## config.mk

```make
export PLATFORM = sky130hd
export DESIGN_NAME = hash_comment_line_extractor
export DESIGN_NICKNAME = d
export VERILOG_FILES = /design/src/rtl/hcle_pkg.sv /design/src/rtl/hcle_ctrl.sv /design/src/rtl/hcle_dp.sv /design/src/rtl/hash_comment_line_extractor.sv
export SDC_FILE = /design/constraint.sdc
export NUM_CORES = 1
export LEC_CHECK = 0
export BUFFER_PORTS_ARGS = -buffer_cell sky130_fd_sc_hd__buf_2
export CORE_MARGIN = 5
export CORE_UTILIZATION = 30
export CTS_BUF_LIST = sky130_fd_sc_hd__clkbuf_8
export DETAILED_ROUTE_END_ITERATION = 10
export HOLD_SLACK_MARGIN = 0.06
export SYNTH_ARGS = -nofsm -noshare
export SYNTH_HDL_FRONTEND = slang
export SYNTH_SLANG_ARGS = --single-unit
```

## constraint.sdc

```tcl
create_clock -name clk -period 3.8 [get_ports clk]
set_input_delay 0.76 -clock clk [delete_from_list [all_inputs] [get_ports clk]]
set_output_delay 0.76 -clock clk [all_outputs]
set_load 0.01 [all_outputs]
```

## src/rtl/hcle_pkg.sv

```systemverilog
// hcle_pkg: shared types and constants for the hash comment line extractor
// holds payload structs, controller/datapath command and status structs
// no dependencies
package hcle_pkg;

    // fixed field widths
    localparam int CHAR_W     = 8;
    localparam int OUT_NUM_W  = 20;
    localparam int CFG_IDX_W  = 3;
    localparam int CODE_COUNT = 5;

    localparam logic [OUT_NUM_W-1:0] OUT_NUM_MAX = 20'hFFFFF;

    // character constants
    localparam logic [CHAR_W-1:0] CH_HASH   = 8'h23;
    localparam logic [CHAR_W-1:0] CH_QUOTE  = 8'h22;
    localparam logic [CHAR_W-1:0] CH_BSLASH = 8'h5C;
    localparam logic [CHAR_W-1:0] CH_TAB    = 8'h09;
    localparam logic [CHAR_W-1:0] CH_NL     = 8'h0A;
    localparam logic [CHAR_W-1:0] CH_SPACE  = 8'h20;

    // configuration register indexes
    localparam logic [CFG_IDX_W-1:0] CFG_CODE_ZERO    = 3'd0;
    localparam logic [CFG_IDX_W-1:0] CFG_CODE_ONE     = 3'd1;
    localparam logic [CFG_IDX_W-1:0] CFG_CODE_TWO     = 3'd2;
    localparam logic [CFG_IDX_W-1:0] CFG_CODE_THREE   = 3'd3;
    localparam logic [CFG_IDX_W-1:0] CFG_CODE_FOUR    = 3'd4;
    localparam logic [CFG_IDX_W-1:0] CFG_NUMBER_LINES = 3'd5;
    localparam logic [CFG_IDX_W-1:0] CFG_TEXT_ONLY    = 3'd6;

    // input request payload
    typedef struct packed {
        logic [CHAR_W-1:0] char_in;
        logic              end_of_text;
    } in_item_t;

    // output request payload
    typedef struct packed {
        logic [CHAR_W-1:0]    char_out;
        logic                 line_tag_valid;
        logic [OUT_NUM_W-1:0] line_number;
        logic                 truncated;
        logic                 last_of_run;
    } out_item_t;

    // source of an emitted byte
    typedef enum logic [1:0] {
        OSRC_REPLAY,
        OSRC_COPY,
        OSRC_NL
    } out_src_t;

    // controller to datapath
    typedef struct packed {
        logic     load_in;
        logic     append;
        logic     set_ovf;
        logic     end_line;
        logic     reset_text;
        logic     rp_start;
        logic     rp_lim_nl;
        logic     rp_read;
        logic     out_load;
        out_src_t out_src;
        logic     out_tag;
        logic     out_last;
    } cmd_t;

    // datapath to controller
    typedef struct packed {
        logic eot;
        logic is_nl;
        logic is_quote;
        logic is_bslash;
        logic is_hash;
        logic code_match;
        logic code0_zero;
        logic buf_full;
        logic rp_first;
        logic rp_last;
        logic rp_done;
        logic lim_zero;
        logic out_free;
    } status_t;

endpackage

```

## src/rtl/hcle_ctrl.sv

```systemverilog
// hcle_ctrl: scan mode tracking and sequencing of replay and copy
// depends on hcle_pkg (cmd_t, status_t, out_src_t)
module hcle_ctrl (
    input  logic              clk,
    input  logic              rst_n,
    input  logic              text_valid,
    output logic              text_stall,
    input  hcle_pkg::status_t sts,
    output hcle_pkg::cmd_t    cmd
);
    import hcle_pkg::*;

    typedef enum logic [2:0] {
        S_IDLE,
        S_EXEC,
        S_RLOAD,
        S_RREAD,
        S_REMIT,
        S_COPY,
        S_NL
    } state_t;

    typedef enum logic [2:0] {
        M_NORMAL,
        M_STRING,
        M_ESCAPE,
        M_HASH,
        M_COPY
    } mode_t;

    typedef enum logic [1:0] {
        POST_COPY,
        POST_NL,
        POST_EOT
    } post_t;

    state_t state_reg, state_next;
    mode_t  mode_reg, mode_next;
    post_t  post_reg, post_next;
    logic   do_normal;

    // next state and commands
    always_comb
    begin
        state_next = state_reg;
        mode_next  = mode_reg;
        post_next  = post_reg;
        do_normal  = 1'b0;
        cmd        = '0;
        cmd.out_src = OSRC_COPY;

        case (state_reg)
            S_IDLE:
            begin
                if (text_valid)
                begin
                    cmd.load_in = 1'b1;
                    state_next  = S_EXEC;
                end
            end

            S_EXEC:
            begin
                state_next = S_IDLE;
                if (sts.eot)
                begin
                    if (mode_reg == M_HASH && sts.code0_zero)
                    begin
                        post_next  = POST_EOT;
                        state_next = S_RLOAD;
                    end
                    else
                    begin
                        cmd.reset_text = 1'b1;
                        mode_next      = M_NORMAL;
                    end
                end
                else
                begin
                    case (mode_reg)
                        M_STRING:
                        begin
                            if (sts.is_nl)
                            begin
                                cmd.end_line = 1'b1;
                                mode_next    = M_NORMAL;
                            end
                            else
                            begin
                                cmd.append = 1'b1;
                                if (sts.is_quote)
                                    mode_next = M_NORMAL;
                            end
                        end
                        M_ESCAPE:
                        begin
                            if (sts.is_hash)
                            begin
                                cmd.append = 1'b1;
                                mode_next  = M_NORMAL;
                            end
                            else
                                do_normal = 1'b1;
                        end
                        M_HASH:
                        begin
                            if (!sts.code_match)
                                do_normal = 1'b1;
                            else if (sts.is_nl)
                            begin
                                // prefix replay capped one short of the buffer
                                cmd.set_ovf = sts.buf_full;
                                post_next   = POST_NL;
                                state_next  = S_RLOAD;
                            end
                            else
                            begin
                                cmd.append = 1'b1;
                                post_next  = POST_COPY;
                                state_next = S_RLOAD;
                            end
                        end
                        M_COPY:
                            state_next = S_COPY;
                        default:
                            do_normal = 1'b1;
                    endcase
                end

                // ordinary scanning of one byte
                if (do_normal)
                begin
                    if (sts.is_nl)
                    begin
                        cmd.end_line = 1'b1;
                        mode_next    = M_NORMAL;
                    end
                    else
                    begin
                        cmd.append = 1'b1;
                        if (sts.is_quote)
                            mode_next = M_STRING;
                        else if (sts.is_bslash)
                            mode_next = M_ESCAPE;
                        else if (sts.is_hash)
                            mode_next = M_HASH;
                        else
                            mode_next = M_NORMAL;
                    end
                end
            end

            S_RLOAD:
            begin
                cmd.rp_start  = 1'b1;
                cmd.rp_lim_nl = (post_reg == POST_NL);
                state_next    = S_RREAD;
            end

            S_RREAD:
            begin
                if (sts.rp_done)
                begin
                    case (post_reg)
                        POST_NL:
                            state_next = S_NL;
                        POST_EOT:
                        begin
                            cmd.reset_text = 1'b1;
                            mode_next      = M_NORMAL;
                            state_next     = S_IDLE;
                        end
                        default:
                        begin
                            mode_next  = M_COPY;
                            state_next = S_IDLE;
                        end
                    endcase
                end
                else
                begin
                    cmd.rp_read = 1'b1;
                    state_next  = S_REMIT;
                end
            end

            S_REMIT:
            begin
                if (sts.out_free)
                begin
                    cmd.out_load = 1'b1;
                    cmd.out_src  = OSRC_REPLAY;
                    cmd.out_tag  = sts.rp_first;
                    cmd.out_last = sts.rp_last && (post_reg != POST_NL);
                    state_next   = S_RREAD;
                end
            end

            S_NL:
            begin
                if (sts.out_free)
                begin
                    cmd.out_load = 1'b1;
                    cmd.out_src  = OSRC_NL;
                    cmd.out_tag  = sts.lim_zero;
                    cmd.out_last = 1'b1;
                    cmd.end_line = 1'b1;
                    mode_next    = M_NORMAL;
                    state_next   = S_IDLE;
                end
            end

            S_COPY:
            begin
                if (sts.out_free)
                begin
                    cmd.out_load = 1'b1;
                    cmd.out_src  = OSRC_COPY;
                    cmd.out_last = 1'b1;
                    if (sts.is_nl)
                    begin
                        cmd.end_line = 1'b1;
                        mode_next    = M_NORMAL;
                    end
                    state_next = S_IDLE;
                end
            end

            default:
                state_next = S_IDLE;
        endcase
    end

    // state registers
    always_ff @(posedge clk or negedge rst_n)
    begin
        if (!rst_n)
        begin
            state_reg <= S_IDLE;
            mode_reg  <= M_NORMAL;
            post_reg  <= POST_COPY;
        end
        else
        begin
            state_reg <= state_next;
            mode_reg  <= mode_next;
            post_reg  <= post_next;
        end
    end

    assign text_stall = (state_reg != S_IDLE);

endmodule

```

## src/rtl/hcle_dp.sv

```systemverilog
// hcle_dp: line buffer, line counter, config registers and output register
// depends on hcle_pkg (payload structs, cmd_t, status_t, constants)
module hcle_dp #(
    parameter int LINE_MAX        = 64,
    parameter int LINE_COUNT_BITS = 20
) (
    input  logic                                clk,
    input  logic                                rst_n,
    input  hcle_pkg::in_item_t                  text_data,
    input  logic                                cfg_we,
    input  logic [hcle_pkg::CFG_IDX_W-1:0]      cfg_index,
    input  logic [hcle_pkg::CHAR_W-1:0]         cfg_data,
    output logic                                doc_valid,
    input  logic                                doc_stall,
    output hcle_pkg::out_item_t                 doc_data,
    input  hcle_pkg::cmd_t                      cmd,
    output hcle_pkg::status_t                   sts
);
    import hcle_pkg::*;

    localparam int AW     = $clog2(LINE_MAX);
    localparam int FILL_W = $clog2(LINE_MAX + 1);
    localparam int LCB    = LINE_COUNT_BITS;

    localparam logic [FILL_W-1:0] FILL_MAX  = FILL_W'(LINE_MAX);
    localparam logic [FILL_W-1:0] FILL_CAPN = FILL_W'(LINE_MAX - 1);

    // configuration
    logic [CHAR_W-1:0] code_reg [CODE_COUNT];
    logic              number_lines_reg;
    logic              text_only_reg;

    // line state
    logic [FILL_W-1:0] fill_reg, fill_next;
    logic [LCB-1:0]    count_reg, count_next;
    logic              ovf_reg, ovf_next;

    // input byte and replay pointer
    logic [CHAR_W-1:0] in_byte_reg;
    logic              eot_reg;
    logic [FILL_W-1:0] rp_idx_reg;
    logic [FILL_W-1:0] rp_lim_reg;
    logic [CHAR_W-1:0] rd_byte_reg;

    // line buffer
    logic [CHAR_W-1:0] line_mem [LINE_MAX];

    // output register
    logic              out_valid_reg;
    out_item_t         out_data_reg;

    logic              buf_full;
    logic              match_any;
    logic              out_free;
    logic [LCB-1:0]    cnt_inc;
    logic [32:0]       ln_wide;
    logic [OUT_NUM_W-1:0] line_num;
    logic [CHAR_W-1:0] out_char;

    assign buf_full = (fill_reg == FILL_MAX);
    assign out_free = !out_valid_reg || !doc_stall;

    // configuration writes and control state
    always_ff @(posedge clk or negedge rst_n)
    begin
        if (!rst_n)
        begin
            for (int i = 0; i < CODE_COUNT; i++)
                code_reg[i] <= '0;
            number_lines_reg <= 1'b0;
            text_only_reg    <= 1'b0;
            fill_reg         <= '0;
            count_reg        <= '0;
            ovf_reg          <= 1'b0;
            out_valid_reg    <= 1'b0;
        end
        else
        begin
            if (cfg_we)
            begin
                case (cfg_index)
                    CFG_CODE_ZERO:    code_reg[0] <= cfg_data;
                    CFG_CODE_ONE:     code_reg[1] <= cfg_data;
                    CFG_CODE_TWO:     code_reg[2] <= cfg_data;
                    CFG_CODE_THREE:   code_reg[3] <= cfg_data;
                    CFG_CODE_FOUR:    code_reg[4] <= cfg_data;
                    CFG_NUMBER_LINES: number_lines_reg <= cfg_data[0];
                    CFG_TEXT_ONLY:    text_only_reg <= cfg_data[0];
                    default:          ;
                endcase
            end
            fill_reg  <= fill_next;
            count_reg <= count_next;
            ovf_reg   <= ovf_next;
            if (cmd.out_load)
                out_valid_reg <= 1'b1;
            else if (!doc_stall)
                out_valid_reg <= 1'b0;
        end
    end

    // fill, line count and overflow updates
    always_comb
    begin
        fill_next  = fill_reg;
        count_next = count_reg;
        ovf_next   = ovf_reg;
        if (cmd.append)
        begin
            if (!buf_full)
                fill_next = FILL_W'(fill_reg + 1'b1);
            else
                ovf_next = 1'b1;
        end
        if (cmd.set_ovf)
            ovf_next = 1'b1;
        if (cmd.end_line)
        begin
            if (count_reg != '1)
                count_next = LCB'(count_reg + 1'b1);
            fill_next = '0;
            ovf_next  = 1'b0;
        end
        if (cmd.reset_text)
        begin
            fill_next  = '0;
            count_next = '0;
            ovf_next   = 1'b0;
        end
    end

    // input capture and replay pointer
    always_ff @(posedge clk)
    begin
        if (cmd.load_in)
        begin
            in_byte_reg <= text_data.char_in;
            eot_reg     <= text_data.end_of_text;
        end
        if (cmd.rp_start)
        begin
            rp_idx_reg <= '0;
            rp_lim_reg <= (cmd.rp_lim_nl && buf_full) ? FILL_CAPN : fill_reg;
        end
        else if (cmd.out_load && cmd.out_src == OSRC_REPLAY)
            rp_idx_reg <= FILL_W'(rp_idx_reg + 1'b1);
    end

    // line buffer write and registered read
    always_ff @(posedge clk)
    begin
        if (cmd.append && !buf_full)
            line_mem[fill_reg[AW-1:0]] <= in_byte_reg;
        if (cmd.rp_read)
            rd_byte_reg <= line_mem[rp_idx_reg[AW-1:0]];
    end

    // code byte match
    always_comb
    begin
        match_any = (code_reg[0] == '0);
        for (int i = 0; i < CODE_COUNT; i++)
            if (code_reg[i] == in_byte_reg)
                match_any = 1'b1;
    end

    // current line number, saturating at counter and output width
    always_comb
    begin
        cnt_inc  = (count_reg == '1) ? count_reg : LCB'(count_reg + 1'b1);
        ln_wide  = 33'(cnt_inc);
        line_num = (ln_wide > 33'(OUT_NUM_MAX)) ? OUT_NUM_MAX : ln_wide[OUT_NUM_W-1:0];
    end

    // emitted byte select
    always_comb
    begin
        case (cmd.out_src)
            OSRC_REPLAY:
                out_char = (text_only_reg && rd_byte_reg != CH_TAB) ? CH_SPACE : rd_byte_reg;
            OSRC_NL:
                out_char = CH_NL;
            default:
                out_char = in_byte_reg;
        endcase
    end

    // output payload
    always_ff @(posedge clk)
    begin
        if (cmd.out_load)
        begin
            out_data_reg.char_out       <= out_char;
            out_data_reg.line_tag_valid <= cmd.out_tag && number_lines_reg;
            out_data_reg.line_number    <= (cmd.out_tag && number_lines_reg) ? line_num : '0;
            out_data_reg.truncated      <= ovf_reg;
            out_data_reg.last_of_run    <= cmd.out_last;
        end
    end

    assign doc_valid = out_valid_reg;
    assign doc_data  = out_data_reg;

    // status to controller
    always_comb
    begin
        sts.eot        = eot_reg;
        sts.is_nl      = (in_byte_reg == CH_NL);
        sts.is_quote   = (in_byte_reg == CH_QUOTE);
        sts.is_bslash  = (in_byte_reg == CH_BSLASH);
        sts.is_hash    = (in_byte_reg == CH_HASH);
        sts.code_match = match_any;
        sts.code0_zero = (code_reg[0] == '0);
        sts.buf_full   = buf_full;
        sts.rp_first   = (rp_idx_reg == '0);
        sts.rp_last    = ((FILL_W + 1)'(rp_idx_reg) + 1'b1) == (FILL_W + 1)'(rp_lim_reg);
        sts.rp_done    = (rp_idx_reg == rp_lim_reg);
        sts.lim_zero   = (rp_lim_reg == '0);
        sts.out_free   = out_free;
    end

endmodule

```

## src/rtl/hash_comment_line_extractor.sv

```systemverilog
// A byte is taken into the input register and decided in the next cycle; a copied comment
// byte then goes into the output register once that register is free. A new byte is only
// taken once the last one is through. A comment match replays the buffered line byte by
// byte (one read port, registered read) after a setup step, plus a newline for a newline code byte.
// Reset (rst_n, async, active low) clears scan state, counters and config registers to 0;
// the line buffer is not cleared and needs no clearing pass.
module hash_comment_line_extractor #(
    parameter int LINE_MAX        = 64,
    parameter int LINE_COUNT_BITS = 20
) (
    input  logic                           clk,
    input  logic                           rst_n,
    input  logic                           text_valid,
    output logic                           text_stall,
    input  hcle_pkg::in_item_t             text_data,
    output logic                           doc_valid,
    input  logic                           doc_stall,
    output hcle_pkg::out_item_t            doc_data,
    input  logic                           cfg_valid,
    output logic                           cfg_ready,
    input  logic [hcle_pkg::CFG_IDX_W-1:0] cfg_index,
    input  logic [hcle_pkg::CHAR_W-1:0]    cfg_data
);
    import hcle_pkg::*;

    cmd_t    cmd;
    status_t sts;

    // configuration is always taken
    assign cfg_ready = 1'b1;

    // controller
    hcle_ctrl u_ctrl (
        .clk        (clk),
        .rst_n      (rst_n),
        .text_valid (text_valid),
        .text_stall (text_stall),
        .sts        (sts),
        .cmd        (cmd)
    );

    // datapath
    hcle_dp #(
        .LINE_MAX        (LINE_MAX),
        .LINE_COUNT_BITS (LINE_COUNT_BITS)
    ) u_dp (
        .clk       (clk),
        .rst_n     (rst_n),
        .text_data (text_data),
        .cfg_we    (cfg_valid && cfg_ready),
        .cfg_index (cfg_index),
        .cfg_data  (cfg_data),
        .doc_valid (doc_valid),
        .doc_stall (doc_stall),
        .doc_data  (doc_data),
        .cmd       (cmd),
        .sts       (sts)
    );

`ifndef SYNTH
    // an accepted byte is always worked on before the next one is taken
    a_busy_after_accept: assert property (@(posedge clk) disable iff (!rst_n)
        (text_valid && !text_stall) |=> text_stall)
        else $error("input taken twice in a row");

    // the controller never overwrites a result that is still waiting
    a_load_when_free: assert property (@(posedge clk) disable iff (!rst_n)
        cmd.out_load |-> sts.out_free)
        else $error("output register loaded while occupied");

    // untagged bytes carry no line number
    a_untagged_zero: assert property (@(posedge clk) disable iff (!rst_n)
        (doc_valid && !doc_data.line_tag_valid) |-> (doc_data.line_number == '0))
        else $error("line number on untagged byte");
`endif

endmodule
```

; Yosys cells after proc, flatten, opt, wreduce, memory -nomap -nowiden
; Memories as Yosys holds them, arrays and structs flattened. A register that Yosys moved wholly into a read port is not among the register bits.
; Cells that the tools add are included.
; W data, S select, Z words.
[classes]
add_sub_neg = 4
n_reduce_logical = 41
eq_ne = 50
n_mux = 93
[op_table]
columns = operator, n
row1 = $mux W20, 4
row2 = $mux W3, 19
row3 = $eq A8 B8 Y1, 5
row4 = $mux W1, 39
row5 = $mux W7, 4
row6 = $mux W2, 11
row7 = $eq A3 B3 Y1 const B, 7
row8 = $add A20 B1 Y20 const B, 1
row9 = $eq A20 B20 Y1 const B, 1
row10 = $ne A20 B20 Y1 const B, 1
row11 = $reduce_and A2 Y1, 10
row12 = $eq A3 B2 Y1 const B, 6
row13 = $pmux W3 S2, 3
row14 = $pmux W3 S6, 1
row15 = $eq A8 B6 Y1 const B, 2
row16 = $pmux W8 S2, 1
row17 = $add A7 B1 Y7 const B, 2
row18 = $logic_not A7 Y1, 2
row19 = $ne A2 B1 Y1 const B, 6
row20 = $pmux W1 S3, 4
row21 = $pmux W3 S4, 1
row22 = $reduce_bool A4 Y1, 3
row23 = $mux W5, 2
row24 = $ne A2 B2 Y1 const B, 5
row25 = other kinds (29), 48
[word_totals]
inputBits = 25
register_bits = 133
output_inout_bits = 34
n_memories = 1
ram_bits = 512
wordCells = 212
[memory_table]
columns = memory, depth, width, rd, rd_clocked_by_memory_dff, wr, line_no
row1 = u_dp.line_mem, 64, 8, 1, 1, 1, hcle_dp.sv:46  ; logic [CHAR_W-1:0] line_mem [LINE_MAX];

; Longest topological paths before layout
[depth]
ltp_word = 16
depth_mapped = 12
ltp_nobuf = 8

; Hierarchy
; A second synthesis with hierarchy kept.
[unflattened]
cells_unflattened = 1599
hier_area_um2 = 27321.2
[by_module_without_submodules]
columns = module, area_per_inst_um2, n_inst, cells_per_inst, seq_area_each_um2
row1 = hcle_dp, 26452.9, 1, 1485, 18943.2
row2 = hcle_ctrl, 857.1, 1, 112, 200.2
row3 = hash_comment_line_extractor, 11.3, 1, 2, 0.0

; Least setup slack after synthesis
; OpenSTA, ideal clock, no wires.
[synth_timing]
path_type = register -> register
start = reg u_dp.in_byte_reg[1]
end = reg u_dp.count_reg[17]
slack_ns = 0.599
n_path_buf = 3
path_stages_with_launch = 11
setup_ns = 0.148
t_arrival_ns = 3.053
required_ns = 3.652
synth_period_minus_slack_ns = 3.201
path_cell_list = edfxtp_1 > buf_2 > or4b_4 > nor2b_4 > nand3_1 > or2_1 > o21a_1 > buf_2 > buf_6 > o31ai_2 > a21oi_1
[synth_between]
elab_chain_len = 14
word_cells_on_any_way = 26
cone_classes = 7 x eq/ne / 17 x mux / 2 x reduce/logical
[synth_rtl]
columns = item, line_no
row1 = from (decl), hcle_dp.sv:39  ; logic [CHAR_W-1:0] in_byte_reg;
row2 = from (signal assigned), hcle_dp.sv:137  ; in_byte_reg <= text_data.char_in;
row3 = $eq A8 B8 Y1, hcle_dp.sv:163  ; if (code_reg[i] == in_byte_reg)
row4 = $mux W1 (5 in a row), hcle_dp.sv:163
row5 = $mux W1, hcle_ctrl.sv:107  ; if (!sts.code_match)
row6 = $pmux W1 S3, hcle_ctrl.sv:80  ; case (mode_reg)
row7 = $mux W1, hcle_ctrl.sv:65  ; if (sts.eot)
row8 = $mux W1, hcle_ctrl.sv:52  ; case (state_reg)
row9 = $mux W1, hcle_ctrl.sv:131  ; if (do_normal)
row10 = $pmux W1 S3 (*), hcle_ctrl.sv:52
row11 = $reduce_bool A2 Y1 (no source line) (*), n/a
row12 = $reduce_and A2 Y1 (no source line) (*), n/a
row13 = to (signal assigned), hcle_dp.sv:93  ; count_reg <= count_next;
row14 = to (decl), hcle_dp.sv:35  ; logic [LCB-1:0] count_reg, count_next;
; Every way passes the cells marked *; elsewhere a longest branch is shown, timed or not. The select of a mux whose other input is x is not followed.
; A chain may end at the register's enable or synchronous reset.

; Worst setup path after layout
[layout_timing]
start = reg u_dp.in_byte_reg[2]
end = mem u_dp.line_mem[37][2], enable pin
[layout_between]
elab_chain_len = 15
word_cells_on_any_way = 28
cone_classes = 7 x eq/ne / 20 x mux / 1 x reduce/logical
[layout_rtl]
columns = item, line_no
row1 = $eq A8 B8 Y1, hcle_dp.sv:163
row2 = $mux W1 (5 in a row), hcle_dp.sv:163
row3 = $mux W2 or $mux W1 (tied branches), hcle_ctrl.sv:107
row4 = $pmux W1 S3, hcle_ctrl.sv:80
row5 = $mux W3 or $mux W1 (tied branches), hcle_ctrl.sv:65
row6 = $mux W1 (on tied branches), "hcle_ctrl.sv:133, hcle_ctrl.sv:52"
row7 = $mux W1 (*), hcle_ctrl.sv:131
row8 = $mux W2 (*), hcle_ctrl.sv:52
row9 = $logic_and A1 B1 Y1 (*), hcle_dp.sv:152  ; if (cmd.append && !buf_full)
row10 = $mux W1 (*), hcle_dp.sv:152
row11 = $mux W1 (not written as such) (*), hcle_dp.sv:153  ; line_mem[fill_reg[AW-1:0]] <= in_byte_reg;
row12 = to (decl), hcle_dp.sv:46
; Marked as above.

==> results.txt <==
CTS Buf Count = 102
Critical path origin = u_dp.in_byte_reg[2]
highest clock rate = 0.307 GHz
# setup viols final = 0
Starting Density = 30.1%
vias in the first global route = 14703
Clk Latency, worst-skew pair = 0.72 ns
Port-buffer cells = 57
total power = 18300 µW
RSZ-0062 raised after global routing = false
Yosys cell types = 77
Reg-to-Reg End = u_dp.line_mem[37][2]
Clock Skews = 0.0419 ns
row cnt = 110
Worst EP arrival = 3.58 ns
Worst Tran Pin Value = 1.09 ns
cts hold-fix bufs = 0
initial antenna violation count = 2
Sink Count = 653
post-synth top area cell = edfxtp_1
CP cell instances = or4b_4 > nand2b_1 > and4_1 > nand2_1 > nor2_1
max reg flops = 512
Post-synth ARST share = 12.1%
Detail Route Antenna Nets = 0
Core ar. = 0.0896 mm²
max-slew violations = 0
register area = 0.0192 mm²
Post-Synth Simple-Gate Area = 5.98%
Setup TNS Final = 0 ns
IO Count = 59
top cells by count, synth = edfxtp_1, mux4_2, nor2_1
top cells by area, synth = edfxtp_1, mux4_2, dfrtp_1
Final min period = 3.26 ns
CTS Buffer Depth = 3
Critical Path Max Stage Delay = 0.85 ns
Yosys top cell area share = 63.2%
R2R Path Start = u_dp.in_byte_reg[2]
CP startpoint kind = flop
count leader, synth = edfxtp_1
Clock transition at path regs = 0.06 ns
Worst Hold Class = in2async
status = finished clean
final-report hold violation count = 0
Die X-Extent = 310 µm
critical path class = reg2reg
worst vdd ir = 0.000360 V
CTS tree = yes
initial DRC count = 1287
crit path max fanout = 9
# DRC = 0
post-CTS sizing = 0
CTS H-tree lvls = 3
Synth Net Count = 1518
RePlAce Congestion = 0.819
Worst R2R Setup Slack = 0.54 ns
fraction of the mapped netlist area in compound gates = 2.96%
vias per std cell = 4.92
routed length per placed instance = 21.8 µm
Clock Tree Root = clkbuf_8
Worst Path Required = 4.12 ns
Post-CTS Repair Setup Buffers = 0
gr usage total = 13.0%
die height = 310 µm
Worst Reg-to-Reg Cells = 5
mux share of post-synthesis cell area = 15.9%
nets = 1666
Mapped Avg Cell Area = 18.1 µm²
Syn. warnings = 0
MaxCap Viol Count = 0
P&R area growth vs syn = 14.5%
layout cells sized above 1 = 29.3%
PD cells = 592 mW/mm²
Die Area = 0.0959 mm²
Tcrit/Tclk final = 85.8%
leakage = 0.0101 µW
CP top delay family = simple AND/OR/NAND/NOR gates
largest net degree at the start of global routing = 80
largest family of logic cells by synthesized area = multiplexers
#FFs+latches synth = 653
slowest stage cell, crit path = nor2_1
first-pass GRT wire length = 95.1 mm
post-synthesis sequential area ratio = 71.0%
Synth Area in XOR/XNOR = 2.27%
via count = 14275
CP Capture Type = flop
fill count = 8418
ys flop type = edfxtp_1
multi-input logic area = 0.00739 mm²
EDFF count, synth = 567
drt first pass iters = 6
GR Overflow Total = 0
Adder-Cell Fraction of Synth Area = 0.232%
Crit path buffers/inverters = 0
post-synthesis cell count = 1488
max_slew headroom = 26.9%
routed wire length = 63.2 mm
post-DP HPWL = 40.5 mm
cell area after synthesis = 0.0270 mm²
## per-stage QoR
| stage | area, µm² | utilization [%] | hold slack, ns | setup slack [ns] | cells |
|---|---|---|---|---|---|
| 6_report | 30900 | 34.5 | 0.246 | 0.541 | 2901 |
| 5_1_grt | 30900 | 34.5 | 0.214 | 0.364 | 2901 |
| 4_1_cts | 30900 | 34.5 | 0.205 | 0.577 | 2900 |
| 3_5_place_dp | 29000 | 32.3 | 0.519 | 0.593 | 2708 |
| 3_3_place_gp | 29000 | 32.3 | 0.502 | 0.682 | 2708 |
| 2_1_floorplan | 27000 | - | 0.427 | 0.599 | 1488 |
## layout make-up
cell class,instances,share of cell area (%)
sequential,653,62.0
multi-input combinational,736,23.9
clock buffer,105,4.68
clock inverter,87,1.52
antenna,1,0.00811
inverter,18,0.219
timing repair buffer,125,2.83
tap,1176,4.77
## how the worst max path moves through the flow
stage                                      end  slack [ns]  cells after the start
after detailed placement  u_dp.line_mem[37][3]        0.59                      5
after global placement    u_dp.line_mem[37][3]        0.68                      5
after global routing      u_dp.line_mem[37][2]        0.36                      5
final                     u_dp.line_mem[37][2]        0.54                      5
after floorplan             u_dp.count_reg[17]        0.60                     10
after CTS                 u_dp.line_mem[37][2]        0.58                      5
## routing by layer
metal / routed length, µm / global-route usage, % / vias up
li1: - / - / 6251
met1: 27400 / 18.0 / 7499
met2: 31200 / 21.5 / 436
met3: 3450 / 2.77 / 87
met4: 1090 / 3.01 / 2
met5: 7 / 0 / -
## cell usage in the layout, fill, tap and decap left out, drive strengths merged, types with 46 or more instances in the layout
cell and n:
nor2 117, clkinv 53, buf 125, edfxtp 567
xor2 49, mux4 162, dfrtp 79, mux2 49
nand2 57, clkbuf 105, inv 46
## cells by family (layout without fill, tap and decap cells)
logic type | count (synthesis) | count (layout)
flip-flops | 653 | 653
buffers and inverters | 99 | 335
AND/OR/NAND/NOR | 321 | 321
XOR/XNOR | 70 | 70
multiplexers | 220 | 220
other | 1 | 2
AO/OA/AOI/OAI | 119 | 119
adder cells (fa/ha/maj) | 5 | 5
## power breakdown
part	total, µW	leakage, µW	switching, µW	internal [µW]
Clock	5500	0.00108	2810	2690
Sequential	8720	0.00618	287	8430
Combinational	4050	0.00279	2260	1800
Total	18300	0.0101	5360	12900
(Power assumes the default switching activity.)
